`config.mk`:
```
export PLATFORM = sky130hd
export DESIGN_NAME = rshf_shape
export DESIGN_NICKNAME = d
export VERILOG_FILES = /design/src/sv/rshf_pkg.sv /design/src/sv/rshf_shape.sv
export VERILOG_INCLUDE_DIRS = /design/src /design/src/sv
export SDC_FILE = /design/constraint.sdc
export NUM_CORES = 2
export LEC_CHECK = 0
export BUFFER_PORTS_ARGS = -buffer_cell sky130_fd_sc_hd__buf_2
export CAP_MARGIN = 25
export CORE_MARGIN = 5
export CORE_UTILIZATION = 60
export DETAILED_ROUTE_END_ITERATION = 10
export PLACE_DENSITY = 0.8
export SYNTH_ARGS = -nofsm -noshare
export SYNTH_HDL_FRONTEND = slang
export SYNTH_SLANG_ARGS = --single-unit
```
`constraint.sdc`:
```
create_clock -name clock -period 6.2 [get_ports clock]
set_clock_uncertainty 0.15 [all_clocks]
set_input_delay 0.62 -clock clock [delete_from_list [all_inputs] [get_ports clock]]
set_output_delay 0.62 -clock clock [all_outputs]
set_load 0.01 [all_outputs]
```
`src/sv/radial_smoothstep_height_falloff_macros.svh`:
```
// assertion macros shared by the radial falloff rtl
// no dependencies; included by the modules that carry checks
`ifndef RADIAL_SMOOTHSTEP_HEIGHT_FALLOFF_MACROS_SVH
`define RADIAL_SMOOTHSTEP_HEIGHT_FALLOFF_MACROS_SVH

// same-cycle implication
`define RSHF_ASSERT_IMPLIES(label, clk, rst, ante, cons, msg) \
   label: assert property (@(posedge clk) disable iff (rst) (ante) |-> (cons)) else $error(msg);

// next-cycle implication
`define RSHF_ASSERT_NEXT(label, clk, rst, ante, cons, msg) \
   label: assert property (@(posedge clk) disable iff (rst) (ante) |=> (cons)) else $error(msg);

`endif

```
`src/sv/rshf_pkg.sv`:
```
// shared types and fixed constants of the radial falloff block
// no dependencies
package rshf_pkg;

   // falloff factor t is unsigned q1.16
   localparam int unsigned T_BITS = 16;
   localparam logic [T_BITS:0]   ONE_T   = {1'b1, {T_BITS{1'b0}}};
   localparam logic [T_BITS+1:0] THREE_T = {2'b11, {T_BITS{1'b0}}};
   localparam logic [T_BITS-1:0] HALF_T  = {1'b1, {(T_BITS-1){1'b0}}};

   typedef enum logic {
      CSR_DISK_RADIUS = 1'b0,
      CSR_EDGE_WIDTH  = 1'b1
   } csr_index_type;

   // t forced to an end of its range
   typedef struct packed {
      logic t_zero;
      logic t_full;
   } tsel_type;

endpackage

```
`src/sv/rshf_shape.sv`:
```
// smoothstep of t and rounded scaling of the height by 1 - s
// uses rshf_pkg and the assertion macro header
`include "radial_smoothstep_height_falloff_macros.svh"

module rshf_shape
   import rshf_pkg::*;
#(
   parameter int unsigned HW = 16
)
(
   input  logic              clock,
   input  logic              reset,
   input  logic              in_valid,
   input  logic [T_BITS-1:0] in_quot,
   input  tsel_type          in_sel,
   input  logic [HW-1:0]     in_height,
   output logic              out_valid,
   output logic [HW-1:0]     out_height
);

   localparam int unsigned TW   = T_BITS + 1;
   localparam int unsigned NSTG = 6;

   logic          vld_ff [NSTG];
   logic          neg_ff [NSTG-1];
   logic [HW-1:0] mag_ff [NSTG-2];

   logic [TW-1:0] t_ff;
   logic [TW-1:0] t2_ff;
   logic [TW:0]   fac_ff;
   logic [TW+1:0] s_ff;
   logic [TW-1:0] keep_ff;
   logic [HW-1:0] scaled_ff;
   logic [HW-1:0] out_ff;

   logic [TW-1:0]      t_in;
   logic [HW-1:0]      mag_in;
   logic [2*TW-1:0]    sq_prod;
   logic [2*TW:0]      s_prod;
   logic [TW-1:0]      keep_in;
   logic [HW+TW-1:0]   h_prod;
   logic [HW+TW-1:0]   h_rnd;
   logic [HW-1:0]      out_in;

   always_comb begin
      t_in    = in_sel.t_zero ? '0 : (in_sel.t_full ? ONE_T : {1'b0, in_quot});
      mag_in  = in_height[HW-1] ? (~in_height + 1'b1) : in_height;
      sq_prod = t_ff * t_ff;
      s_prod  = t2_ff * fac_ff;
      keep_in = (s_ff > (TW+2)'(ONE_T)) ? '0 : (ONE_T - s_ff[TW-1:0]);
      h_prod  = mag_ff[3] * keep_ff;
      h_rnd   = h_prod + (HW+TW)'(HALF_T);
      out_in  = neg_ff[4] ? (~scaled_ff + 1'b1) : scaled_ff;
   end

   always_ff @(posedge clock) begin
      if (reset) begin
         for (int i = 0; i < NSTG; i++) begin
            vld_ff[i] <= 1'b0;
         end
      end else begin
         vld_ff[0] <= in_valid;
         for (int i = 1; i < NSTG; i++) begin
            vld_ff[i] <= vld_ff[i-1];
         end
      end
   end

   always_ff @(posedge clock) begin
      // t
      t_ff      <= t_in;
      neg_ff[0] <= in_height[HW-1];
      mag_ff[0] <= mag_in;
      // t squared and 3 - 2t
      t2_ff     <= sq_prod[2*T_BITS:T_BITS];
      fac_ff    <= THREE_T - {t_ff, 1'b0};
      neg_ff[1] <= neg_ff[0];
      mag_ff[1] <= mag_ff[0];
      // smoothstep
      s_ff      <= s_prod[2*TW:T_BITS];
      neg_ff[2] <= neg_ff[1];
      mag_ff[2] <= mag_ff[1];
      // 1 - s
      keep_ff   <= keep_in;
      neg_ff[3] <= neg_ff[2];
      mag_ff[3] <= mag_ff[2];
      // rounded magnitude
      scaled_ff <= h_rnd[HW+T_BITS-1:T_BITS];
      neg_ff[4] <= neg_ff[3];
      // sign restore
      out_ff    <= out_in;
   end

   assign out_valid  = vld_ff[NSTG-1];
   assign out_height = out_ff;

   `RSHF_ASSERT_NEXT(a_zero_t_flat, clock, reset, vld_ff[0] && t_ff == '0, t2_ff == '0 && fac_ff == THREE_T, "zero t gave nonzero smoothstep terms")
   `RSHF_ASSERT_NEXT(a_no_growth, clock, reset, vld_ff[3], scaled_ff <= $past(mag_ff[3]), "scaled height exceeds input magnitude")

endmodule

```
After elaboration in Yosys (flattened, before gate mapping)
Memory sizes are Yosys's and may differ from the RTL's.
Index checks and enable logic that the tools add are counted.
Operators by class
  mux-type cells: 12
  multipliers: 3
  add/sub/neg operators: 5
  reduce and logical (&&, ||, !) cells: 1
  $lt $le $gt $ge: 1
  bitwise operators: 8
Operators by type and width (count)
  $mul A17 B18 Y35: 1
  $mul A17 B17 Y33: 1
  $add A16 B1 Y16 const B: 2
  $add A32 B16 Y32 const B: 1
  $mul A16 B17 Y32: 1
  $mux W16: 2
  $not A16 Y16: 2
  $gt A19 B17 Y1 const B: 1
  $sub A18 B18 Y18 const A: 1
  $mux W17: 1
  $sub A17 B17 Y17 const A: 1
  $mux W1: 9
  $or A1 B1 Y1: 6
  $reduce_or A2 Y1: 1
Word-level totals
  register bits after elaboration: 120
  input port bits: 37
  memories kept: 3
  RAM bits: 75
Memory list
  mag_ff: depth 4, bits a word 16, rd ports 4, clocked after Yosys merged registers in 0, write ports 4, line rshf_shape.sv:26  | logic [HW-1:0] mag_ff [NSTG-2];
  vld_ff: depth 6, bits a word 1, rd ports 6, clocked after Yosys merged registers in 0, write ports 6, line rshf_shape.sv:24  | logic vld_ff [NSTG];
  neg_ff: depth 5, bits a word 1, rd ports 5, clocked after Yosys merged registers in 0, write ports 5, line rshf_shape.sv:25  | logic neg_ff [NSTG-1];

Depth between registers and ports, before layout
  depth after elaboration: 3
  mapped depth: 24
  gate-level depth less buffers: 22

Least setup slack after synthesis
OpenSTA, ideal clock, no wires.
  kind: register to register
  start: register t_ff[7]
  end: register t2_ff[10]
  cell stages (with the launch flop): 23
  path buffers: 2
  period minus slack after synthesis: 6152 ps
  slack: 48 ps
  arrival: 5883 ps
  cells stage by stage: dfxtp_1 -> clkbuf_1 -> clkbuf_1 -> nand2_1 -> fa_1 -> inv_1 -> fa_1 -> inv_1 -> fa_1 -> inv_1 -> fa_1 -> fa_1 -> inv_1 -> fa_1 -> inv_1 -> ha_1 -> nor4b_1 -> nor2_1 -> o21ai_1 -> o22ai_1 -> o41ai_2 -> nor4b_1 -> a211o_1
Between the ends
  word-level cells in the longest chain between the ends: 1
RTL lines
  start, declared: line rshf_shape.sv:28  | logic [TW-1:0] t_ff;
  start signal, assigned: line rshf_shape.sv:71  | t_ff <= t_in;
  $mul A17 B17 Y33: line rshf_shape.sv:48  | sq_prod = t_ff * t_ff;
  named net sq_prod[26]: line rshf_shape.sv:38  | logic [2*TW-1:0] sq_prod;
  end signal, assigned: line rshf_shape.sv:75  | t2_ff <= sq_prod[2*T_BITS:T_BITS];
  end, declared: line rshf_shape.sv:29  | logic [TW-1:0] t2_ff;
The timed path passes the listed nets, and every way through them passes these cells.
A chain may end at the register's enable or synchronous reset.

Worst setup path in the final report
  start: register t_ff[16]
  end: register t2_ff[15]
The elaborated chain is that of the path after synthesis.

==> qor.yml <==
status:
  status: "finished clean"
critical_path:
  cpMostUsedCell: "fa_1"
  end_kind: "flop"
  cp.required_ns: 6.46
  cp.arrival_ns: 6.29
  cp_slowest_cell: "dfxtp_1"
  crit_chain: "and2_1 -> fa_1 -> fa_1 -> fa_1 -> fa_1 -> fa_1 -> inv_1 -> fa_1 -> inv_1 -> ha_1 -> a21o_1 -> a31oi_2 -> nand2_1 -> or3_1 -> o221a_2 -> o22a_1 -> a21oi_2 -> xnor2_1"
  path_class: "flop to flop"
  cpPeakStageDelay_ns: 0.63
  worstSetupStartpointType: "flop"
  critPathBufInv: 2
  cp_top_family: "adder cells"
  worstPathMaxFanout: 10
floorplan:
  die_width_um: 236
  die_area_mm2: 0.0556
  rows: 82
  io_pins: 54
  start_util: 0.608
  core_area_mm2: 0.0503
  die_y_um: 236
logic_synthesis:
  synth_mux_area_frac: 0.000695
  synth_fa_ha_area_frac: 0.537
  netlist_top_cells_count: "787 x inv_1, 616 x fa_1, 432 x nand2_1"
  synth_fp_nets: 4263
  synthDistinctLibCells: 63
  synth_area_leader_cell: "fa_1"
  synthesis.area_mm2: 0.0306
  synth_area_per_cell_um2: 9.32
  async_flop_share: 0
  ys_seq_area_frac: 0.127
  synthSimpleGateAreaFrac: 0.148
  synthCells: 3282
  synth_xor_area_frac: 0.0341
  synth_area_leaders: "fa_1 40%, ha_1 13%, dfxtp_1 13%, inv_1 9.7%, and2_1 6.4%"
  yosysWarnings: 0
  ys.flop_type: "dfxtp_1"
  synth-compound-area-share: 0.0423
  synth_top_area_frac: 0.403
  ys_seq_elements: 194
  yosysMostFrequentCell: "inv_1"
  synth_top_family_by_area: "adder cells"
  synth-edff-count: 0
place:
  port_buffers: 53
  placed_cells: 4037
  dp_hpwl_mm: 53.7
  gp_congestion: 0.914
final_layout:
  drive_gt1_frac: 0.0980
  area_growth_pct: 9.14
  n_fill_cell: 3830
  nets: 4366
  instances_no_fill: 4071
timing:
  hold_viol: 0
  fin_crit_ns: 6.04
  rsz0062_at_grt: "yes"
  finalCritPeriodShare: 0.974
  setup_viol: 0
  slew-limit-headroom: 0.343
  clock.fmax_ghz: 0.166
  worstMarginPinSlew_ns: 0.981
  slew_viol_final: 0
global_routing:
  grt_pass1_vias: 23400
  gr-usage-all-layers: 0.244
  globalRouteOverflowTotal: 0
  grt_pass1_wl_mm: 112
  grt_max_degree: 22
  grt_antenna_before_repair: 1
clocking:
  clk_latency_ns: 0.47
  cts_sinks: 194
  cts_buffers: 17
  clockBufferDepth: 2
  path_clk_slew_ns: 0.08
  h-tree-depth: 4
  hold_buffers: 0
  cts-root-buf: "clkbuf_16"
  cts_tree: "done"
drt:
  drc: 0
  firstDrtPassIters: 5
  drtIter0Drc: 1173
  wire_per_inst_um: 15.9
  totalWireLength_mm: 64.6
  viasPerCell: 5.30
  ant_nets: 0
  vias: 21600
hold_path:
  min_path_type: "input port to flop"
job:
  maxCapViolations: 0
## what timing repair did
item                                    in CTS  in global routing
endpoints found under the setup margin      11                 33
cloned                                       0                  0
buffers inserted                             0                  1
pin swaps                                    0                  7
gates resized for setup                     11                103
## registers in the layout, indices dropped and copies added, names as in the netlist
name	flops
out_height	16
neg_ff	5
keep_ff	17
fac_ff	17
s_ff	19
t2_ff	17
t_ff	17
vld_ff	6
mag_ff	64
scaled_ff	16
## logic make-up after synthesis
family / Yosys count
adders and majority gates: 944
muxes: 2
DFF: 194
AOI/OAI and AO/OA: 198
xor gates and xnor gates: 119
buffers and inverters: 903
and+or+nand+nor: 922
## per-stage QoR
stage	utilization	setup slack (ns)	hold WS [ns]	setup TNS [ns]	area [um2]
after floorplan	-	0.0476	0.160	0	30600
after global placement	0.645	-0.0772	0.160	-0.268	32400
after detailed placement	0.645	-0.173	0.162	-0.665	32400
after CTS	0.658	0.00942	0.130	0	33100
after global routing	0.664	-0.0458	0.138	-0.143	33400
final	0.664	0.161	0.150	0	33400
## cell usage in the layout (no fill, tap or decap), types with 11 or more instances in the layout
master | synthesis | final
inv_1 | 787 | 786
fa_1 | 616 | 615
nand2_1 | 432 | 431
ha_1 | 328 | 326
and2_1 | 315 | 315
dfxtp_1 | 194 | 144
buf_4 | 0 | 135
xnor2_1 | 87 | 87
nor2_1 | 74 | 71
buf_2 | 0 | 53
a21oi_1 | 53 | 50
dfxtp_2 | 0 | 44
xor2_1 | 32 | 32
o21ai_0 | 36 | 30
a21o_1 | 28 | 28
clkbuf_16 | 0 | 17
nand3_1 | 15 | 14
nor3_1 | 16 | 13
nor2b_1 | 12 | 12
a31oi_1 | 15 | 11
## worst paths after layout
kind,start,to,slack [ns],depth (start not counted)
max,t_ff[16],t2_ff[15],0.16,18
min,in_height[0],mag_ff[0][0],0.15,1
max reg2reg,t_ff[16],t2_ff[15],0.16,18
min reg2reg,mag_ff[2][4],mag_ff[3][4],0.18,0
## final cells by class
class	count	area [um2]	share of cell area
diodes	1	2.50	0.0000750
clock buffers	17	425	0.0127
clock inverters	15	208	0.00622
inverters	788	2960	0.0887
multi-input cells	2185	23500	0.705
flip-flops and latches	194	3960	0.119
well taps	672	841	0.0252
repair buffers	199	1460	0.0436
## routing by layer
metal  wire, um  part of all wire  track usage
met1      27300              0.42        0.325
met5          0                 0            0
met2      31800              0.49        0.416
met3       3770             0.058       0.0319
met4       1780             0.028       0.0808
## worst register-to-register path: stages (launching register included)
cell     delay [ns]
dfxtp_1        0.63
and2_1         0.24
fa_1           0.45
fa_1           0.53
fa_1           0.45
fa_1           0.51
fa_1           0.49
inv_1          0.05
fa_1           0.47
inv_1          0.04
ha_1           0.29
a21o_1         0.17
a31oi_2        0.22
nand2_1        0.11
or3_1          0.37
o221a_2        0.30
o22a_1         0.22
a21oi_2        0.16
xnor2_1        0.12
Power is left out: the tool's default activity adds up to more than one toggle a clock period on the data nets, which glitch-free logic cannot reach.
