===== config.mk =====
export PLATFORM = sky130hd
export DESIGN_NAME = rshf_sqrt
export DESIGN_NICKNAME = d
export VERILOG_FILES = /design/src/sv/rshf_pkg.sv /design/src/sv/rshf_sqrt.sv
export VERILOG_INCLUDE_DIRS = /design/src /design/src/sv
export SDC_FILE = /design/constraint.sdc
export NUM_CORES = 1
export LEC_CHECK = 0
export BUFFER_PORTS_ARGS = -buffer_cell sky130_fd_sc_hd__buf_4
export CORE_ASPECT_RATIO = 0.5
export CORE_MARGIN = 1.5
export CORE_UTILIZATION = 55
export DETAILED_ROUTE_END_ITERATION = 10
export HOLD_SLACK_MARGIN = 0.08
export PLACE_DENSITY = 0.79
export SLEW_MARGIN = 15
export SYNTH_ARGS = -nofsm -noshare
export SYNTH_HDL_FRONTEND = slang
export SYNTH_SLANG_ARGS = --single-unit

===== constraint.sdc =====
create_clock -name clock -period 2.46 [get_ports clock]
set_input_delay 0.246 -clock clock [delete_from_list [all_inputs] [get_ports clock]]
set_output_delay 0.246 -clock clock [all_outputs]
set_load 0.01 [all_outputs]

===== src/sv/radial_smoothstep_height_falloff_macros.svh =====
// assertion macros shared by the radial falloff rtl
// no dependencies; included by the modules that carry checks
`ifndef RADIAL_SMOOTHSTEP_HEIGHT_FALLOFF_MACROS_SVH
`define RADIAL_SMOOTHSTEP_HEIGHT_FALLOFF_MACROS_SVH

// same-cycle implication
`define RSHF_ASSERT_IMPLIES(label, clk, rst, ante, cons, msg) \
   label: assert property (@(posedge clk) disable iff (rst) (ante) |-> (cons)) else $error(msg);

// next-cycle implication
`define RSHF_ASSERT_NEXT(label, clk, rst, ante, cons, msg) \
   label: assert property (@(posedge clk) disable iff (rst) (ante) |=> (cons)) else $error(msg);

`endif


===== src/sv/rshf_pkg.sv =====
// shared types and fixed constants of the radial falloff block
// no dependencies
package rshf_pkg;

   // falloff factor t is unsigned q1.16
   localparam int unsigned T_BITS = 16;
   localparam logic [T_BITS:0]   ONE_T   = {1'b1, {T_BITS{1'b0}}};
   localparam logic [T_BITS+1:0] THREE_T = {2'b11, {T_BITS{1'b0}}};
   localparam logic [T_BITS-1:0] HALF_T  = {1'b1, {(T_BITS-1){1'b0}}};

   typedef enum logic {
      CSR_DISK_RADIUS = 1'b0,
      CSR_EDGE_WIDTH  = 1'b1
   } csr_index_type;

   // t forced to an end of its range
   typedef struct packed {
      logic t_zero;
      logic t_full;
   } tsel_type;

endpackage


===== src/sv/rshf_sqrt.sv =====
// pipelined integer square root, one root bit per stage
// uses rshf_pkg and the assertion macro header
`include "radial_smoothstep_height_falloff_macros.svh"

module rshf_sqrt
   import rshf_pkg::*;
#(
   parameter int unsigned RW     = 16,
   parameter int unsigned SIDE_W = 16
)
(
   input  logic              clock,
   input  logic              reset,
   input  logic              in_valid,
   input  logic [2*RW-1:0]   in_radicand,
   input  logic [SIDE_W-1:0] in_side,
   output logic              out_valid,
   output logic [RW-1:0]     out_root,
   output logic [SIDE_W-1:0] out_side
);

   localparam int unsigned RMW = RW + 2;

   logic              vld_ff  [RW];
   logic [RMW-1:0]    rem_ff  [RW];
   logic [RW-1:0]     root_ff [RW];
   logic [2*RW-1:0]   rad_ff  [RW];
   logic [SIDE_W-1:0] side_ff [RW];
   logic [RMW-1:0]    rem_cap;

   for (genvar k = 0; k < RW; k++) begin : g_step
      logic              vld_prev;
      logic [RMW-1:0]    rem_prev;
      logic [RW-1:0]     root_prev;
      logic [2*RW-1:0]   rad_prev;
      logic [SIDE_W-1:0] side_prev;
      logic [RMW-1:0]    rem_sh;
      logic [RMW-1:0]    trial;
      logic              fits;
      logic [RMW-1:0]    rem_in;
      logic [RW-1:0]     root_in;

      if (k == 0) begin : g_head
         assign vld_prev  = in_valid;
         assign rem_prev  = '0;
         assign root_prev = '0;
         assign rad_prev  = in_radicand;
         assign side_prev = in_side;
      end else begin : g_body
         assign vld_prev  = vld_ff[k-1];
         assign rem_prev  = rem_ff[k-1];
         assign root_prev = root_ff[k-1];
         assign rad_prev  = rad_ff[k-1];
         assign side_prev = side_ff[k-1];
      end

      always_comb begin
         rem_sh  = {rem_prev[RMW-3:0], rad_prev[2*(RW-1-k)+1 -: 2]};
         trial   = {root_prev, 2'b01};
         fits    = (rem_sh >= trial);
         rem_in  = fits ? (rem_sh - trial) : rem_sh;
         root_in = {root_prev[RW-2:0], fits};
      end

      always_ff @(posedge clock) begin
         if (reset) begin
            vld_ff[k] <= 1'b0;
         end else begin
            vld_ff[k] <= vld_prev;
         end
         rem_ff[k]  <= rem_in;
         root_ff[k] <= root_in;
         rad_ff[k]  <= rad_prev;
         side_ff[k] <= side_prev;
      end
   end

   assign out_valid = vld_ff[RW-1];
   assign out_root  = root_ff[RW-1];
   assign out_side  = side_ff[RW-1];

   assign rem_cap = {1'b0, root_ff[RW-1], 1'b0};

   // final remainder n - r*r never exceeds 2r
   `RSHF_ASSERT_IMPLIES(a_sqrt_rem_bound, clock, reset, vld_ff[RW-1], rem_ff[RW-1] <= rem_cap, "sqrt remainder out of range")

endmodule


# [Word-level counts from Yosys, hierarchy flattened]
# Memory sizes are Yosys's and may differ from the RTL's.
# Cells that the tools add are included.
[classes] add_sub_neg=16 magnitude_cmp=16 mux=35 bitwise=16
[ops] op="18-bit 2-to-1 mux" count=16
[ops] op="18-bit >= comparator" count=15
[ops] op="18-bit subtractor" count=15
[ops] op="1-bit 2-to-1 mux" count=19
[ops] op="1-bit OR" count=16
[ops] op="2-bit by 1-bit subtractor with 3-bit output (second input constant)" count=1
[ops] op="2-bit by 1-bit >= comparator with 1-bit output (second input constant)" count=1
[word_totals] regBits=0 mem_bits_rw=1328 inputBits=51 memories=5
[mem_list] memory="rad_ff" depth=16 word_bits=32 rd=15 rd_clocked_by_memory_dff=0 wr=16 line="rshf_sqrt.sv:27" source="logic [2*RW-1:0] rad_ff [RW];"
[mem_list] memory="rem_ff" depth=16 word_bits=18 rd=15 rd_clocked_by_memory_dff=0 wr=16 line="rshf_sqrt.sv:25" source="logic [RMW-1:0] rem_ff [RW];"
[mem_list] memory="root_ff" depth=16 word_bits=16 rd=16 rd_clocked_by_memory_dff=0 wr=16 line="rshf_sqrt.sv:26" source="logic [RW-1:0] root_ff [RW];"
[mem_list] memory="side_ff" depth=16 word_bits=16 rd=16 rd_clocked_by_memory_dff=0 wr=16 line="rshf_sqrt.sv:28" source="logic [SIDE_W-1:0] side_ff [RW];"
[mem_list] memory="vld_ff" depth=16 word_bits=1 rd=16 rd_clocked_by_memory_dff=0 wr=16 line="rshf_sqrt.sv:24" source="logic vld_ff [RW];"

# [Longest topological paths before layout]
# Gate-level depths: netlist of run 1.
[logic_depth] word_depth=3 ltp_mapped=11 ltp_nobuf=10

# [Least setup slack after synthesis of run 1]
# OpenSTA, ideal clock, no wires.
[synth_timing] kind="register -> register" start="memory root_ff[10][0] (netlist: root_ff[1][32])" end="memory rem_ff[1][62] in the netlist's numbering" arrival_time_ns=2.438 required_time_ns=2.339 slack_ns=-0.099 path_stages_with_launch=11 path_buffers=2 period_less_slack_ns=2.559 cell_sequence="dfxtp_1 inv_1 ha_1 nor2b_1 o31a_1 o31ai_4 a311oi_1 or4b_1 clkbuf_1 buf_6 mux2_4"
[synth_rtl] element="start: declaration" line="rshf_sqrt.sv:26"
[synth_rtl] element="end: declaration" line="rshf_sqrt.sv:25"

==> results of run 1 <==
==> layer usage <==
layer | wire length (um) | global-route usage [%]
met1 | 18500 | 19.4
met2 | 22600 | 32.0
met3 | 1490 | 3.75
met4 | 1350 | 6.42
met5 | 0 | 0
==> sequential cells by signal (all words and copies together), names as in the netlist <==
name,count
rem_ff,224
vld_ff,16
rad_ff,240
side_ff,256
root_ff,136
==> per-stage QoR <==
stage / setup TNS (ps) / cell area (um2)
5_1_grt: -1370 / 32500
3_3_place_gp: 0 / 28900
6_report: -166 / 32500
3_5_place_dp: -695 / 28900
2_1_floorplan: 0 / 27000
4_1_cts: -47.2 / 32000
==> synth_stat cells, drive strengths merged, types with 4 or more instances <==
master	number
o31ai	21
o21a	43
a211o	5
nand2b	35
clkbuf	14
o21bai	7
mux2i	7
xnor2	73
nand4	13
nor2	123
a211oi	12
nor2b	36
a21boi	4
a31oi	12
buf	13
nand3	24
xor2	71
or2	6
nor3	55
nand4b	4
o31a	8
a21oi	101
or4	7
and2	6
nand2	108
and3	6
nor4	24
or3	33
a21o	36
o221ai	4
ha	152
dfxtp	872
mux2	37
inv	186
o21ai	98
==> kinds of logic after synthesis <==
family / after synthesis / synth area share [%]
AOI/OAI and AO/OA: 383 / 9.16
xor gates and xnor gates: 144 / 4.68
adders and majority gates: 152 / 7.06
buffers and inverters: 214 / 3.14
DFF: 872 / 64.8
muxes: 44 / 1.86
other: 1 / 0.0139
and+or+nand+nor: 495 / 9.27
==> cells in the final DEF (no fill, tap or decap), drive strengths merged, types with 52 or more instances in the layout <==
cell and instances:
a21oi 101, buf 175, clkbuf 99, dfxtp 872, dlygate4sd3 52, ha 152
inv 190, nand2 108, nor2 123, nor3 55, o21ai 98, xnor2 73
xor2 71
==> power by group <==
group	internal (mW)	switching, mW
combinational	3.48	3.28
sequential	16.2	1.20
clock	6.82	5.01
==> worst max-delay path: stages (launching register included) <==
cell	delay (ps)
dfxtp_1	350
inv_1	60
ha_1	380
a21o_1	250
a21o_1	210
a21oi_1	260
o31a_1	290
o221ai_1	160
xor2_1	160
mux2_2	270
==> final cells by class <==
cell class / instances / area [um2]
repair buffers: 229 / 1970
flip-flops and latches: 872 / 17500
fillers: 3480 / 15900
inverters: 187 / 702
clock inverters: 34 / 478
clock buffers: 97 / 2030
well taps: 649 / 812
multi-input cells: 1220 / 9070
==> final timing paths <==
| path | to | cells past startpoint | slack (ps) |
|---|---|---|---|
| worst max-delay path | rem_ff[1][122] | 9 | -50 |
| worst min register to register | side_ff[0][57] | 0 | 310 |
| worst max register to register | rem_ff[1][122] | 9 | -50 |
| worst min-delay path | rad_ff[0][13] | 2 | 290 |
==> what timing repair did <==
item / CTS / global route
pin swaps: 4 / 20
cloned: 3 / 2
endpoints found under the setup margin: 36 / 135
hold endpoints to repair: 65 / 0
resized for setup: 16 / 102
hold buffers: 52 / 0
buffers inserted: 6 / 10
==> summary.txt, run 1 <==
Floorplanning
  – DIE AREA: between 0.05 and 0.06 mm2
  – Die Y: around 160 um
  – Ports: 84
  – Initial Util: 55.6%
  – Core Rows: 57
  – Chip Width: between 300 and 400 um
  – Core Region: between 0.04 and 0.05 mm2

Global route
  – Largest net degree at the start of global routing: 19
  – Initial antenna violation count: 0
  – Grt total ovfl: 0
  – Vias in the first global route: between 15000 and 20000
  – First-pass GRT wire length: between 70000 and 80000 um
  – Total GRT Usage: between 10% and 20%

Finish
  – Cell Count, Final, Fillers Out: between 3000 and 4000
  – Diode count: 0
  – Share of cells above drive strength 1: ~17%
  – Area delta synth->final: 20.8%
  – Finished Core Util: 67.2%
  – Number of nets in the layout: roughly 2800

Synth
  – Synth cell types: slightly above 70
  – Top post-synthesis cells by area: dfxtp_1 65%, ha_1 7.1%, inv_1 2.6%
  – Sequential share of the synthesized area: approximately two thirds
  – Asr flop ratio synth: 0%
  – Post-Syn Area: 0.0269 mm2
  – Cells after Synth: 2305
  – Syn_area_per_cell: 11.7 um2
  – Synth area leader: dfxtp_1
  – Post-synth EDFFs: 0
  – Synth warn: 0
  – Post-Syn Nets: 2508
  – Seq cells post-synth: about 870
  – Top FF cell, synth: dfxtp_1
  – Synth top area share: between 60% and 70%

Status
  – Status: finished with violations
  – Failing checks: design-rule violations, negative setup slack

Placed design
  – Port bufs: between 80 and 90
  – Post-Place Cells: slightly above 3000
  – DP Worst Slack: -63.7 ps
  – GPL Wtd Cong: between 0.9 and 1
  – HPWL Detailed: between 20000 and 30000 um

Power
  – Static leakage: ~15 nW
  – Peak VDD IR: 535 uV
  – Cell Pwr Density: between 1000 and 1500 mW/mm2
  – Tot Pwr: about 36 mW

Clock tree
  – Num CTS Buffers: 71
  – Worst-Skew Late Latency: around 600 ps
  – Clk sinks: around 870
  – CTS tree: yes
  – Reg clk slew, reported paths: ~70 ps
  – Clk Tree Root Cell: clkbuf_16
  – CTS H-tree depth: 3
  – Maximum clock path buffer count: 3

Timing
  – Period utilization: 102%
  – Worst Slack Setup Final: -53.8 ps
  – Worst slew pin tran: 604 ps
  – Min Tclk post-route: roughly 2500 ps
  – Worst slew margin: 59.4%
  – Final setup vio count: 7
  – Clk_skew: ~18 ps
  – Slew Viols, Final: 0
  – Worst hold margin: 292 ps
  – RSZ-0062 raised after global routing: yes
  – F_max: 398 MHz
  – Final Hold Viols: 0

Route
  – Routed Antenna Nets: 0
  – DRC errors left: 4
  – Routed vias: roughly 16000
  – DRT Pass-1 Iters: 8
  – DRT iter0 DRCs: 798
  – Final wirelength: ~44000 um
  – DR vias/cell: about 4.9
  – Avg WL per Cell: approximately 13 um

Worst setup path
  – Crit-path max FO: 6
  – Critical path startpoint category: flop
  – Critical path class: reg2reg
  – Crit path DAT: 3000 ps
  – Required time worst endpoint: about 3000 ps
  – CP Capture Type: flop
  – R2R Path Start: root_ff[1][85]
  – Crit path launch: root_ff[1][85]

Hold path
  – Beginning of the worst hold path: in_radicand[13]
  – Hold Path Class: in2reg

Flow run
  – Max cap viols: 0
No activity file was read; power rests on OpenSTA's default activity.
==> run 2: changes to the inputs <==
Settings changed: RECOVER_POWER set to 100.
==> run 2 against run 1 <==
  * The flow still finishes with violations (design-rule violations, negative setup slack)
  * Count of clock-buffer cells in the layout is the same
  * Hold slack gained 17 ps
  * Via count grew 0.15%
  * Combinational power is essentially flat
  * Final cell count is the same
  * Die area is the same
  * Cell area is essentially flat
  * Routed wire length shrank 0.15%
  * Flip-flop and latch count is the same
  * Register-to-register slack is essentially flat
  * Sequential share of layout area is essentially flat
==> summary.txt, run 2 (same netlist as run 1, synthesis figures left out) <==
Global route
  – Total GRT Usage: around 17%
  – Grt total ovfl: 0
  – First-pass GRT wire length: 72500 um
  – Largest net degree at the start of global routing: 19
  – Initial antenna violation count: 0
  – Vias in the first global route: 16264

Worst setup path
  – Critical path startpoint category: flop
  – Flop2flop setup slack: -50 ps
  – CP Capture Type: flop
  – Slowest CP cell: or4b_4
  – Critical path class: reg2reg
  – Required time worst endpoint: ~2900 ps
  – CP max stage delay: 540 ps
  – Cells on worst reg2reg path: 9
  – Crit path DAT: approximately 3000 ps
  – CP cell instances: inv_2, ha_4, nor2b_4, o31a_1, o31ai_4, a311oi_2, or4b_4, buf_8, mux2_4
  – Crit path launch: root_ff[1][32]
  – Crit-path max FO: 5
  – Crit path capture: rem_ff[1][64]
  – Reg-to-Reg End: rem_ff[1][64]
  – R2R Path Start: root_ff[1][32]

Placed design
  – Placed Area: roughly 0.029 mm2
  – DP Worst Slack: -63.7 ps
  – GPL Wtd Cong: approximately 0.94
  – Port bufs: 83
  – HPWL Detailed: 29200 um
  – Post-Place Cells: about 3100

Power
  – Static leakage: between 10 and 15 nW
  – Tot Pwr: around 36 mW
  – Peak VDD IR: ~530 uV
  – Cell Pwr Density: around 1100 mW/mm2

Timing
  – F_max: 398 MHz
  – Slew Viols, Final: 0
  – Final setup TNS: -158 ps
  – Final Hold Viols: 0
  – Clk_skew: 17.5 ps
  – RSZ-0062 raised after global routing: yes
  – Min Tclk post-route: approximately 2500 ps
  – Worst Slack Setup Final: -51.0 ps
  – Worst slew pin tran: ~600 ps
  – Worst slew margin: about three fifths
  – Final setup vio count: 7
  – Period utilization: 102%

Finish
  – Area delta synth->final: 20.8%
  – Largest register by flop count: side_ff
  – Largest regs: side_ff x256, rad_ff x240, rem_ff x224
  – Number of nets in the layout: around 2800
  – Most frequent cells in the layout: 864 x dfxtp_1, 179 x inv_1, 142 x ha_1
  – Commonest non-fill, non-tap cell in the layout: dfxtp_1
  – Fin area: between 0.03 and 0.04 mm2
  – Largest register FFs: 256
  – Diode count: 0
  – Share of cells above drive strength 1: 16.3%
  – Cell Count, Final, Fillers Out: 3288

Floorplanning
  – Chip Width: 316 um
  – Core Region: 0.0484 mm2
  – Die Y: 159 um
  – Initial Util: 55.6%
  – Ports: 84
  – Core Rows: 57
  – DIE AREA: between 0.05 and 0.06 mm2

Route
  – Routed vias: 16185
  – Avg WL per Cell: between 10 and 15 um
  – DR vias/cell: ~4.9
  – DRC errors left: 4
  – DRT iter0 DRCs: 824
  – Final wirelength: approximately 44000 um
  – DRT Pass-1 Iters: 8
  – Routed Antenna Nets: 0

Status
  – Failing checks: design-rule violations, negative setup slack
  – Status: finished with violations

Clock tree
  – Clk Tree Root Cell: clkbuf_16
  – Num CTS Buffers: 71
  – Worst-Skew Late Latency: around 600 ps
  – CTS H-tree depth: 3
  – Maximum clock path buffer count: 3
  – Reg clk slew, reported paths: about 70 ps
  – CTS tree: yes
  – Clk sinks: ~870

Hold path
  – Hold Path Class: in2reg

Flow run
  – Max cap viols: 0
==> run 2: cell type report <==
class                      count  area (um2)
timing repair buffer         229        1970
fill                        3485       15900
inverter                     187         702
clock buffer                  97        2030
multi-input combinational   1220        9070
clock inverter                34         478
tap                          649         812
sequential                   872       17500
==> run 2: stage by stage <==
stage	hold WS, ps	utilization, %
5_1_grt	287	67.2
6_report	310	67.2
3_5_place_dp	312	59.6
2_1_floorplan	274	-
3_3_place_gp	310	59.6
4_1_cts	253	66.1
==> run 2: how the worst min path moves through the flow <==
stage                          from             end  slack [ps]  cells after the start
global route             in_side[7]   side_ff[0][7]         290                      2
detailed placement   rad_ff[0][104]  rad_ff[0][136]         310                      0
finish              in_radicand[13]   rad_ff[0][13]         310                      2
global placement     rad_ff[0][108]  rad_ff[0][140]         310                      0
floorplan            in_radicand[0]    rad_ff[0][0]         270                      0
CTS                  in_radicand[1]    rad_ff[0][1]         250                      2
==> run 2: report_power, final <==
part | leakage, nW | switching [mW] | internal (mW)
clock network | 1.23 | 5.00 | 6.82
logic | 6.45 | 3.28 | 3.47
registers | 7.31 | 1.20 | 16.2
total | 15.0 | 9.48 | 26.5
==> run 2: metal layers <==
metal  global-route usage (%)  up-vias  share of wire (%)
met4                     6.42        0                3.0
met5                        0        -                  0
met3                     3.75      112                3.5
met2                     32.0      262                 51
met1                     19.4     7476                 42
li1                         -     8335                  -
==> run 2: repair_timing <==
item,in CTS,in global routing
hold buffers,52,0
pin swaps,4,20
setup buffers,6,10
resized for setup,16,102
setup endpoints to repair,36,135
endpoints found under the hold margin,65,0
gates cloned,3,2
==> run 2: critical path, delay by kind of cell (launching register included) <==
kind | cells | cell delay, ps
AO/OA/AOI/OAI | 3 | 670
adder cells (fa/ha/maj) | 1 | 210
buffers and inverters | 2 | 210
flip-flops | 1 | 350
multiplexers | 1 | 300
AND/OR/NAND/NOR | 2 | 660
