[src/sv/radial_smoothstep_height_falloff_macros.svh]
// assertion macros shared by the radial falloff rtl
// no dependencies; included by the modules that carry checks
`ifndef RADIAL_SMOOTHSTEP_HEIGHT_FALLOFF_MACROS_SVH
`define RADIAL_SMOOTHSTEP_HEIGHT_FALLOFF_MACROS_SVH

// same-cycle implication
`define RSHF_ASSERT_IMPLIES(label, clk, rst, ante, cons, msg) \
   label: assert property (@(posedge clk) disable iff (rst) (ante) |-> (cons)) else $error(msg);

// next-cycle implication
`define RSHF_ASSERT_NEXT(label, clk, rst, ante, cons, msg) \
   label: assert property (@(posedge clk) disable iff (rst) (ante) |=> (cons)) else $error(msg);

`endif

[src/sv/rshf_pkg.sv]
// shared types and fixed constants of the radial falloff block
// no dependencies
package rshf_pkg;

   // falloff factor t is unsigned q1.16
   localparam int unsigned T_BITS = 16;
   localparam logic [T_BITS:0]   ONE_T   = {1'b1, {T_BITS{1'b0}}};
   localparam logic [T_BITS+1:0] THREE_T = {2'b11, {T_BITS{1'b0}}};
   localparam logic [T_BITS-1:0] HALF_T  = {1'b1, {(T_BITS-1){1'b0}}};

   typedef enum logic {
      CSR_DISK_RADIUS = 1'b0,
      CSR_EDGE_WIDTH  = 1'b1
   } csr_index_type;

   // t forced to an end of its range
   typedef struct packed {
      logic t_zero;
      logic t_full;
   } tsel_type;

endpackage

[src/sv/rshf_div.sv]
// pipelined restoring divider for a fraction below one, one quotient bit per stage
// uses rshf_pkg and the assertion macro header
`include "radial_smoothstep_height_falloff_macros.svh"

module rshf_div
   import rshf_pkg::*;
#(
   parameter int unsigned DW     = 15,
   parameter int unsigned SIDE_W = 18
)
(
   input  logic              clock,
   input  logic              reset,
   input  logic              in_valid,
   input  logic [DW-1:0]     in_dividend,
   input  logic [DW-1:0]     divisor,
   input  logic [SIDE_W-1:0] in_side,
   output logic              out_valid,
   output logic [T_BITS-1:0] out_quot,
   output logic [SIDE_W-1:0] out_side
);

   logic              vld_ff  [T_BITS];
   logic [DW-1:0]     rem_ff  [T_BITS];
   logic [T_BITS-1:0] quot_ff [T_BITS];
   logic [SIDE_W-1:0] side_ff [T_BITS];

   for (genvar k = 0; k < T_BITS; k++) begin : g_step
      logic              vld_prev;
      logic [DW-1:0]     rem_prev;
      logic [T_BITS-1:0] quot_prev;
      logic [SIDE_W-1:0] side_prev;
      logic [DW:0]       rem_sh;
      logic [DW:0]       diff;
      logic              fits;
      logic [DW-1:0]     rem_in;
      logic [T_BITS-1:0] quot_in;

      if (k == 0) begin : g_head
         assign vld_prev  = in_valid;
         assign rem_prev  = in_dividend;
         assign quot_prev = '0;
         assign side_prev = in_side;
      end else begin : g_body
         assign vld_prev  = vld_ff[k-1];
         assign rem_prev  = rem_ff[k-1];
         assign quot_prev = quot_ff[k-1];
         assign side_prev = side_ff[k-1];
      end

      always_comb begin
         rem_sh  = {rem_prev, 1'b0};
         diff    = rem_sh - {1'b0, divisor};
         fits    = (rem_sh >= {1'b0, divisor});
         rem_in  = fits ? diff[DW-1:0] : rem_sh[DW-1:0];
         quot_in = {quot_prev[T_BITS-2:0], fits};
      end

      always_ff @(posedge clock) begin
         if (reset) begin
            vld_ff[k] <= 1'b0;
         end else begin
            vld_ff[k] <= vld_prev;
         end
         rem_ff[k]  <= rem_in;
         quot_ff[k] <= quot_in;
         side_ff[k] <= side_prev;
      end
   end

   assign out_valid = vld_ff[T_BITS-1];
   assign out_quot  = quot_ff[T_BITS-1];
   assign out_side  = side_ff[T_BITS-1];

   `RSHF_ASSERT_IMPLIES(a_div_rem_bound, clock, reset, vld_ff[T_BITS-1], rem_ff[T_BITS-1] < divisor, "divider remainder not below divisor")

endmodule

[config.mk]
export PLATFORM = sky130hd
export DESIGN_NAME = rshf_div
export DESIGN_NICKNAME = d
export VERILOG_FILES = /design/src/sv/rshf_pkg.sv /design/src/sv/rshf_div.sv
export VERILOG_INCLUDE_DIRS = /design/src /design/src/sv
export SDC_FILE = /design/constraint.sdc
export NUM_CORES = 1
export LEC_CHECK = 0
export BUFFER_PORTS_ARGS = -buffer_cell sky130_fd_sc_hd__buf_2
export CAP_MARGIN = 20
export CORE_UTILIZATION = 60
export CTS_BUF_LIST = sky130_fd_sc_hd__clkbuf_4 sky130_fd_sc_hd__clkbuf_8
export DETAILED_ROUTE_END_ITERATION = 6
export PLACE_DENSITY = 0.85
export RECOVER_POWER = 25
export SLEW_MARGIN = 5
export SYNTH_ARGS = -nofsm -noshare
export SYNTH_HDL_FRONTEND = slang
export SYNTH_SLANG_ARGS = --single-unit
export TNS_END_PERCENT = 30
[constraint.sdc]
create_clock -name clock -period 6.28 [get_ports clock]
set_clock_uncertainty 0.15 [all_clocks]
set_input_delay 1.57 -clock clock [delete_from_list [all_inputs] [get_ports clock]]
set_output_delay 1.57 -clock clock [all_outputs]
set_load 0.005 [all_outputs]
Word-level counts from Yosys, hierarchy flattened --
Memories as Yosys holds them, arrays and structs flattened. Cells that the tools add are included.
Storage, ports and cells: register bits after elaboration 0, bits in writable memories 800, bits in latches 0, bits in read-only memories 0, output and inout bits 35, memories 4, bits of input ports 51, word-level logic and storage cells 87
Operators by class: shift-type cells 0, bitwise gates (word level) 16, $add $sub $neg 16, multipliers 0, reduce and logical (&&, ||, !) cells 0, div/mod/pow operators 0, multiplexer cells 35, magnitude comparators 16, eq/ne operators 0
Memory list:
- side_ff | depth 16, width 18, read ports 16, clocked after memory_dff 0, wr ports 16, line rshf_div.sv:26 | logic [SIDE_W-1:0] side_ff [T_BITS];
- quot_ff | depth 16, width 16, read ports 16, clocked after memory_dff 0, wr ports 16, line rshf_div.sv:25 | logic [T_BITS-1:0] quot_ff [T_BITS];
- rem_ff | depth 16, width 15, read ports 15, clocked after memory_dff 0, wr ports 16, line rshf_div.sv:24 | logic [DW-1:0] rem_ff [T_BITS];
- vld_ff | depth 16, width 1, read ports 16, clocked after memory_dff 0, wr ports 16, line rshf_div.sv:23 | logic vld_ff [T_BITS];
Operators by type and width (count):
- 16-bit by 15-bit greater-or-equal comparator with 1-bit output | 16
- 15-bit 2-to-1 mux | 16
- 15-bit subtractor | 16
- 1-bit 2-to-1 mux | 19
- 1-bit OR | 16

Depth between registers and ports, before layout --
Gate-level depths: netlist of the first run.
depth after elaboration 3, mapped depth 11, mapped depth without buffers 10

Worst setup path before layout of the first run --
OpenSTA, ideal clock, no wires.
path type input-to-reg, start point input divisor[0], end point memory rem_ff[0][10], slack 946 ps, stages on the path 10, buffers on the path 1, library setup time 121 ps, arrival 5063 ps, required time 6009 ps, cell sequence clkinv_1 > fa_1 > a21o_1 > a221oi_2 > nand3_1 > nand2_1 > nand2_2 > a311oi_4 > buf_8 > mux2_4
RTL lines:
- start: declaration | line rshf_div.sv:16 | input logic [DW-1:0] divisor,
- end: declaration | line rshf_div.sv:24

==> results of run 1 <==
[layout make-up]
cell class / count / area [um^2]
Fill cell: 3012 / 13400
Sequential cell: 665 / 13300
Multi-Input combinational cell: 1545 / 12800
Clock buffer: 149 / 1910
Tap cell: 585 / 732
Timing Repair Buffer: 109 / 606
Clock inverter: 32 / 394
Inverter: 76 / 285
Antenna cell: 3 / 7.51
[through the flow]
stage          instance area (um^2)  setup WS [ps]  util, %  hold WS (ps)  cells
2_1_floorplan                 26600            946        -           160   2313
3_3_place_gp                  27700           1200     63.8           160   2980
3_5_place_dp                  27700           1090     63.8           162   2980
4_1_cts                       30000           1880     69.1           163   3161
5_1_grt                       30000           1670     69.1           175   3164
6_report                      30000           1770     69.1           154   3164
[registers in the layout, summed over array words and instances (netlist names)]
signal and flops:
quot_ff 136, side_ff 288, rem_ff 225, vld_ff 16
[where the power goes]
part | switching (uW) | total, uW | leakage [uW] | internal (uW)
clock | 1710 | 3930 | 0.00122 | 2220
combinational | 4030 | 7930 | 0.00648 | 3900
sequential | 689 | 6220 | 0.00560 | 5530
total | 6430 | 18100 | 0.0133 | 11700
[metal layers]
metal	track usage [%]	vias to the layer above	wire length, um	part of all wire (%)
met5	0	-	0	0
met4	17.0	0	3320	5.5
met3	4.33	210	3360	5.6
met2	46.3	660	29500	49
met1	30.1	8565	23600	40
li1	-	8701	-	-
[worst max-delay path, delay by kind of cell]
family                   cells  cell delay [ps]
AND/OR/NAND/NOR              2              180
AO/OA/AOI/OAI                4             1010
multiplexers                 1              380
buffers and inverters        4             1470
adder cells (fa/ha/maj)      1              340
[logic make-up after synthesis]
kind of cell / Yosys count / share of synthesized area (%)
compound gates: 527 / 13.8
simple gates: 395 / 7.57
buf+inv: 103 / 1.88
fa+ha+maj: 254 / 12.4
mux: 199 / 8.76
flops: 665 / 50.0
xor+xnor: 170 / 5.59
[layout by cell type, fill, tap and decap left out, drive strengths merged, types with 10 or more instances in the layout]
master and instances:
a2111oi 11, a211oi 10, a21boi 10, a21o 85, a21oi 149, a31oi 26
and2 12, and3 14, buf 109, clkbuf 149, clkinv 19, dfxtp 665
fa 15, ha 239, inv 81, mux2 188, mux2i 11, nand2 77
nand2b 14, nand3 31, nand4 25, nor2 90, nor2b 45, nor3 48
o211ai 11, o21a 33, o21ai 101, o21bai 12, o31ai 23, or2 13
xnor2 102, xor2 68
[worst paths after layout]
kind,from,end,slack (ps)
setup / recovery,divisor[9],rem_ff[0][80],1770
hold / removal,side_ff[2][22],side_ff[3][4],150
setup reg to reg,rem_ff[0][49],rem_ff[0][74],3070
hold reg to reg,side_ff[2][22],side_ff[3][4],150
==> key figures, run 1 <==
Hold path
  • Worst hold stages: 0
  • Worst hold-check path type: flop to flop

Place
  • GPL Wtd Cong: 0.910
  • I/O Buffers: 85
  • Post-detail-place hpwl: 40900 um

Clocking
  • Post-CTS Setup Inserts: 0
  • Post-CTS sizing: 0
  • Clock root buffer: clkbuf_8
  • Skew-Pair Late Insertion Delay: 740 ps
  • CTS tree: yes
  • H-Tree Level Count: 3
  • Clk sinks: 665
  • Worst-path clk slew: 60 ps
  • Cts hold-fix bufs: 0
  • Clock Path Buffers: 3
  • TritonCTS Buffers: 99

Synthesis
  • Post-synth top area share: 50.0%
  • Syn Inst Count: 2313
  • Syn avg cell area: 11.5 um^2
  • Post-synth top cells: dfxtp_1 (665), ha_1 (239), mux2_2 (157), a21oi_1 (139), xnor2_1 (102)
  • Asr flop ratio synth: 0%
  • #FFs+latches synth: 665
  • Post-synthesis sequential area ratio: 50.0%
  • Most common cell in the netlist: dfxtp_1
  • Library cells used by synthesis: 79
  • Synthesized cell area: 0.0266 mm^2
  • Top cells by area, synth: dfxtp_1 (50%), ha_1 (11%), mux2_2 (6.6%)
  • Yosys warns: 0
  • Synth Flop Type: dfxtp_1
  • Yosys top cell by area: dfxtp_1
  • Syn Nets: 2618
  • Post-synth EDFFs: 0

Power and ir drop
  • Power density over cell area: 602 mW/mm^2
  • Final Power: 18100 uW
  • Pleak: 0.0133 uW
  • Worst vdd ir: 0.000335 V

Floorplanning
  • Chip width: 213 um
  • Area of the die: 0.0452 mm^2
  • Chip Height: 213 um
  • FP Rows: 76
  • Core ar.: 0.0435 mm^2
  • IO Pins: 86
  • Initial cell density of the core: 61.2%

STA
  • Min cycle time layout: 4510 ps
  • Measured slew at the worst slew-check pin: 982 ps
  • Sum of negative setup slack: 0 ps
  • Fin crit share: 71.8%
  • Max-Slew Margin vs Limit: 34.5%
  • Final setup fails: 0
  • Achievable frequency: 222 MHz
  • RSZ-0062 raised after global routing: false
  • Final count of pins violating max slew: 0
  • Final Hold Viols: 0

Drt
  • WL final: 59800 um
  • DRC errors left: 0
  • Via density: 5.73
  • Vias: 18.1k
  • ANT nets after route: 0
  • Drt pass-1 iters: 5
  • Routed length per placed instance: 18.9 um
  • Initial drt markers: 1201

Outcome
  • Status: finished, final reports clean

Global route
  • Total track usage: 26.6%
  • Grt total ovfl: 0
  • Initial antenna violation count: 3
  • Vias in the first global route: 18.5k
  • First-pass GRT wire length: 93500 um
  • Largest net degree at the start of global routing: 32

Setup path
  • Critical path type: primary input to flop
  • CP Data Required Time: 6740 ps
  • Critical path peak fanout: 16
  • Slowest cell on crit path: inv_1
  • Crit start category: primary input
  • Critical path endpoint category: flop
  • CP arrival: 4960 ps
  • Critical-path cell list: buf_2, inv_1, buf_4, ha_1, a21o_1, a21oi_2, nor2b_2, a2111oi_4, nand2_2, a311oi_4, buf_4, mux2_2
  • Worst reg2reg path depth: 8
  • Most frequent CP cell: buf_4
  • CP max stage delay: 690 ps

Finish
  • Area delta synth->final: 12.9%
  • Fraction of layout cells with a size suffix above 1: 20.7%
  • Final nets: 2801

Run
  • Maxcap violations: 0
No activity file was read; power rests on OpenSTA's default activity.
==> run 2, diff against run 1 <==
Clock period 6.28 ns to 4.5 ns, I/O delays scaled along.
==> key figures, run 2 (same netlist as run 1, synthesis figures left out) <==
Setup path
  • Crit Reg-Reg Startpoint: rem_ff[0][45]
  • Worst setup path end: rem_ff[0][74]
  • Worst reg2reg path depth: 8 (unchanged)
  • Crit start category: primary input
  • Critical path type: primary input to flop
  • Critical path peak fanout: 8 (-8)
  • CP Data Required Time: 4960 ps (-1780 ps)
  • Reg2reg setup slack: 1360 ps (-1710 ps)
  • Critical path origin: divisor[5]
  • CP arrival: 4260 ps (-700 ps)
  • Critical path endpoint category: flop
  • FF-to-FF End: rem_ff[0][74]

Floorplanning
  • Initial cell density of the core: 61.2% (unchanged)
  • FP Rows: 76 (unchanged)
  • Chip Height: 213 um (unchanged)
  • Chip width: 213 um (unchanged)
  • IO Pins: 86 (unchanged)
  • Area of the die: 0.0452 mm^2 (unchanged)
  • Core ar.: 0.0435 mm^2 (unchanged)

Clocking
  • Clock Path Buffers: 3 (unchanged)
  • Skew-Pair Late Insertion Delay: 720 ps (-20 ps)
  • Cts hold-fix bufs: 0 (unchanged)
  • TritonCTS Buffers: 99 (unchanged)
  • CTS tree: yes
  • Worst-path clk slew: 70 ps (about the same)
  • Clk sinks: 665 (unchanged)
  • Post-CTS Setup Inserts: 0 (unchanged)
  • H-Tree Level Count: 3 (unchanged)
  • Clock root buffer: clkbuf_8
  • Post-CTS sizing: 0 (unchanged)

Global route
  • GRT busiest layer: met2
  • Largest net degree at the start of global routing: 32 (unchanged)
  • Vias in the first global route: 18.8k (+1.3%)
  • Met2 Use GR: 46.9% (+0.61 points)
  • Grt total ovfl: 0 (unchanged)
  • GRT met1 Usage: 29.3% (-0.80 points)
  • Total track usage: 26.7% (+0.16 points)
  • Met3 Use GR: 5.52% (+1.2 points)
  • Initial antenna violation count: 0 (-3)
  • First-pass GRT wire length: 94500 um (+1.1%)

Power and ir drop
  • Sw Pwr: 9000 uW (+40%)
  • Pleak: 0.0135 uW (+1.6%)
  • Seq pwr share: 34.0% (-0.4 points)
  • Power density over cell area: 836 mW/mm^2 (+39%)
  • Worst vdd ir: 0.000389 V (+16%)
  • Internal: 16400 uW (+41%)
  • Sw Share: 35.4% (-0.18 points)
  • Clock power frac: 21.3% (-0.4 points)
  • Final Power: 25400 uW (+41%)
  • Logic pwr share: 44.7% (+0.9 points)

Finish
  • Most frequent cells in the layout: dfxtp_1 (665), ha_1 (239), mux2_2 (157)
  • Biggest register: side_ff
  • Fin util: 70.0% (+0.85 points)
  • Max reg flops: 288 (unchanged)
  • Area delta synth->final: 14.3%
  • Largest registers: side_ff: 288 flops, rem_ff: 225 flops, quot_ff: 136 flops
  • Number of fillers in the final layout: 2935 (-2.6%)
  • Final nets: 2835 (+1.2%)
  • Commonest non-fill, non-tap cell in the layout: dfxtp_1
  • Diodes inserted: 0 (-3)
  • Fraction of layout cells with a size suffix above 1: 21.7% (+1.0 points)
  • Layout Cells excl Fill: 3196 (+1.0%)

Drt
  • Initial drt markers: 1015 (-15%)
  • WL final: 60300 um (+0.83%)
  • Drt pass-1 iters: 5 (unchanged)
  • Via density: 5.74 (+0.22%)
  • ANT nets after route: 0 (unchanged)
  • DRC errors left: 0 (unchanged)
  • Vias: 18.4k (+1.2%)
  • Routed length per placed instance: 18.9 um (-0.18%)

Place
  • GPL Wtd Cong: 0.889 (-2.3%)
  • Post-Place Cells: 3014 (+1.1%)
  • I/O Buffers: 85 (unchanged)
  • Setup WS pre-CTS: 266 ps (-820 ps)
  • Post-detail-place hpwl: 41000 um (+0.19%)

STA
  • Worst setup margin: 694 ps (-1080 ps)
  • Max-Slew Margin vs Limit: 45.6% (+11 points)
  • Achievable frequency: 263 MHz
  • Final Hold Viols: 0 (unchanged)
  • Sum of negative setup slack: 0 ps (unchanged)
  • Fin crit share: 84.6%
  • Measured slew at the worst slew-check pin: 796 ps (-186 ps)
  • Min cycle time layout: 3810 ps
  • Final count of pins violating max slew: 0 (unchanged)
  • RSZ-0062 raised after global routing: false
  • Final setup fails: 0 (unchanged)

Run
  • Maxcap violations: 0 (unchanged)

Hold path
  • Worst hold-check path type: flop to flop

Outcome
  • Status: finished, final reports clean
## run 2: changes by cell type in the layout (fill, tap and decap cells not counted), moves of 2 or more
cell	before	now
buf_4	24	47
buf_12	0	11
clkbuf_4	23	29
diode_2	3	0
bufinv_16	6	4
inv_2	2	0
## run 2: worst min path at each step
stage,cells past startpoint,from,endpoint
final,0,side_ff[2][9],side_ff[2][27]
after floorplan,0,quot_ff[0][83],quot_ff[0][100]
after global routing,0,side_ff[6][10],side_ff[6][28]
after detailed placement,0,quot_ff[0][33],quot_ff[0][50]
after global placement,0,side_ff[5][32],side_ff[6][14]
after CTS,0,quot_ff[1][55],quot_ff[1][72]
## run 2: power by group through the flow
stage / logic, uW / registers, uW / clock network [uW]
after floorplan: 8910 / 8310 / 0
after global placement: 10500 / 8700 / 0
after detailed placement: 11000 / 8740 / 0
after CTS: 11300 / 8640 / 5530
after global routing: 12400 / 8770 / 5820
final: 11400 / 8660 / 5420
## run 2: critical path: stages
cell	delay, ps
buf_2	100
inv_1	520
ha_1	420
and3_1	210
a221oi_2	410
o31ai_2	180
a2111oi_0	610
nor3_1	170
xor2_1	190
mux2_2	300
## run 2: layer usage
metal | up-vias | part of all wire (%) | wire length [um]
li1 | 8785 | - | -
met1 | 8677 | 39 | 23400
met2 | 659 | 49 | 29700
met3 | 239 | 6.0 | 3630
met4 | 0 | 5.9 | 3560
met5 | - | 0 | 0
## run 2: final cells by class
| cell class | instances | area (um^2) | area share [%] |
|---|---|---|---|
| clock inverters | 28 | 345 | 1.14 |
| clock buffers | 154 | 1940 | 6.37 |
| well taps | 585 | 732 | 2.41 |
| inverters | 76 | 287 | 0.942 |
| multi-input cells | 1545 | 12800 | 42.1 |
| repair buffers | 143 | 998 | 3.28 |
| flip-flops and latches | 665 | 13300 | 43.8 |
## run 2: per-stage QoR
stage | hold WS (ps) | cell area [um^2]
2_1_floorplan | 160 | 26600
3_3_place_gp | 159 | 28100
3_5_place_dp | 162 | 28100
4_1_cts | 156 | 30400
5_1_grt | 164 | 30400
6_report | 163 | 30400
==> run 3, diff against run 2 <==
Clock period 4.5 ns to 3.85 ns, I/O delays scaled along.
==> key figures, run 3 (same netlist as run 1, synthesis figures left out) <==
Outcome
  • Status: finished, final reports clean

Drt
  • DRC errors left: 0 (unchanged)
  • Vias: 18.0k (-2.0%)
  • ANT nets after route: 0 (unchanged)
  • Drt pass-1 iters: 5 (unchanged)
  • Via density: 5.58 (-2.8%)
  • WL final: 55600 um (-7.8%)
  • Initial drt markers: 1143 (+13%)
  • Routed length per placed instance: 17.2 um (-8.6%)

Run
  • Maxcap violations: 0 (unchanged)

Power and ir drop
  • Pleak: 0.0137 uW (+1.1%)
  • Power density over cell area: 963 mW/mm^2 (+15%)
  • Worst vdd ir: 0.000675 V (+73%)
  • Final Power: 29600 uW (+16%)

STA
  • Fin crit share: 85.6%
  • Worst setup margin: 555 ps (-140 ps)
  • Final setup fails: 0 (unchanged)
  • Min cycle time layout: 3300 ps
  • Final Hold Viols: 0 (unchanged)
  • Final count of pins violating max slew: 0 (unchanged)
  • RSZ-0062 raised after global routing: false
  • Measured slew at the worst slew-check pin: 958 ps (+162 ps)
  • Achievable frequency: 303 MHz
  • Max-Slew Margin vs Limit: 36.1% (-9.4 points)

Clocking
  • Clock Path Buffers: 3 (unchanged)
  • Clock root buffer: clkbuf_8
  • Skew-Pair Late Insertion Delay: 710 ps (about the same)
  • Post-CTS sizing: 0 (unchanged)
  • Clk sinks: 665 (unchanged)
  • Cts hold-fix bufs: 0 (unchanged)
  • Worst-path clk slew: 70 ps (about the same)
  • H-Tree Level Count: 3 (unchanged)
  • CTS tree: yes
  • Post-CTS Setup Inserts: 0 (unchanged)
  • TritonCTS Buffers: 100 (+1.0%)

Finish
  • Fin util: 70.8% (+0.81 points)
  • Final nets: 2861 (+0.92%)
  • Commonest non-fill, non-tap cell in the layout: dfxtp_1
  • Most frequent cells in the layout: dfxtp_1 (665), ha_1 (239), mux2_2 (149)
  • Largest registers: side_ff: 288 flops, rem_ff: 225 flops, quot_ff: 136 flops
  • Fraction of layout cells with a size suffix above 1: 23.0% (+1.3 points)
  • Max reg flops: 288 (unchanged)
  • Area delta synth->final: 15.6%
  • Biggest register: side_ff

Global route
  • Total track usage: 24.8% (-1.9 points)
  • Met2 Use GR: 41.6% (-5.4 points)
  • GRT met1 Usage: 31.0% (+1.7 points)
  • GRT busiest layer: met2
  • Initial antenna violation count: 3 (+3)
  • Vias in the first global route: 17.9k (-4.4%)
  • Met3 Use GR: 5.21% (-0.31 points)
  • First-pass GRT wire length: 89000 um (-5.8%)
  • Largest net degree at the start of global routing: 25 (-22%)
  • Grt total ovfl: 0 (unchanged)

Setup path
  • Critical path endpoint category: flop
  • Slowest cell on crit path: a21oi_2
  • CP Data Required Time: 4260 ps (-700 ps)
  • Crit start category: primary input
  • CP arrival: 3700 ps (-560 ps)
  • Critical path type: primary input to flop
  • CP max stage delay: 770 ps (+160 ps)
  • Critical path peak fanout: 16 (+8)
  • Critical-path cell list: buf_2, inv_1, buf_4, ha_1, nor3_1, a21boi_0, nor2_1, o21ai_0, a21oi_2, mux2_2

Floorplanning
  • Chip Height: 213 um (unchanged)
  • Chip width: 213 um (unchanged)
  • Initial cell density of the core: 61.2% (unchanged)
  • Area of the die: 0.0452 mm^2 (unchanged)
  • IO Pins: 86 (unchanged)
  • Core ar.: 0.0435 mm^2 (unchanged)
  • FP Rows: 76 (unchanged)

Place
  • I/O Buffers: 85 (unchanged)
  • Setup WS pre-CTS: -107 ps (-374 ps)
  • Post-detail-place hpwl: 38700 um (-5.6%)
  • GPL Wtd Cong: 0.909 (+2.3%)

Hold path
  • Worst hold-check path type: flop to flop
[run 3: area by class of cell]
| class | count | area [um^2] |
|---|---|---|
| repair buffers | 168 | 1250 |
| multi-input cells | 1545 | 12900 |
| inverters | 76 | 294 |
| clock inverters | 27 | 279 |
| diodes | 2 | 5.00 |
| well taps | 585 | 732 |
| flip-flops and latches | 665 | 13300 |
| clock buffers | 156 | 1990 |
| fillers | 3011 | 12700 |
[run 3: critical path: cells and delay by family]
| family | cells | cell delay, ps |
|---|---|---|
| mux | 1 | 420 |
| buf+inv | 3 | 800 |
| compound gates | 3 | 1060 |
| fa+ha+maj | 1 | 210 |
| simple gates | 2 | 240 |
[run 3: metrics by stage]
step / hold slack [ps] / instances / TNS, ps / area (um^2)
2_1_floorplan: 160 / 2313 / -338 / 26700
4_1_cts: 159 / 3222 / 0 / 30800
5_1_grt: 161 / 3223 / 0 / 30800
6_report: 163 / 3224 / 0 / 30800
3_3_place_gp: 160 / 3039 / 0 / 28500
3_5_place_dp: 162 / 3039 / -2450 / 28500
[run 3: path summary, 6_finish.rpt]
kind                  startpoint             end  slack (ps)  depth (start not counted)
setup / recovery      divisor[5]  rem_ff[1][100]         550                         10
hold / removal    quot_ff[1][69]  quot_ff[1][86]         160                          0
setup reg to reg   rem_ff[1][77]  rem_ff[1][100]         940                          8
hold reg to reg   quot_ff[1][69]  quot_ff[1][86]         160                          0
[run 3: report_power, final]
part	switching [uW]	total, uW	internal, uW
logic	6480	13300	6840
clock network	2730	6220	3490
registers	1060	10100	9030
total	10300	29600	19400
[run 3: routing by layer]
| layer | up-vias | wire [um] |
|---|---|---|
| li1 | 8822 | - |
| met1 | 8456 | 24100 |
| met2 | 569 | 26400 |
| met3 | 148 | 3320 |
| met4 | 2 | 1800 |
| met5 | - | 11 |
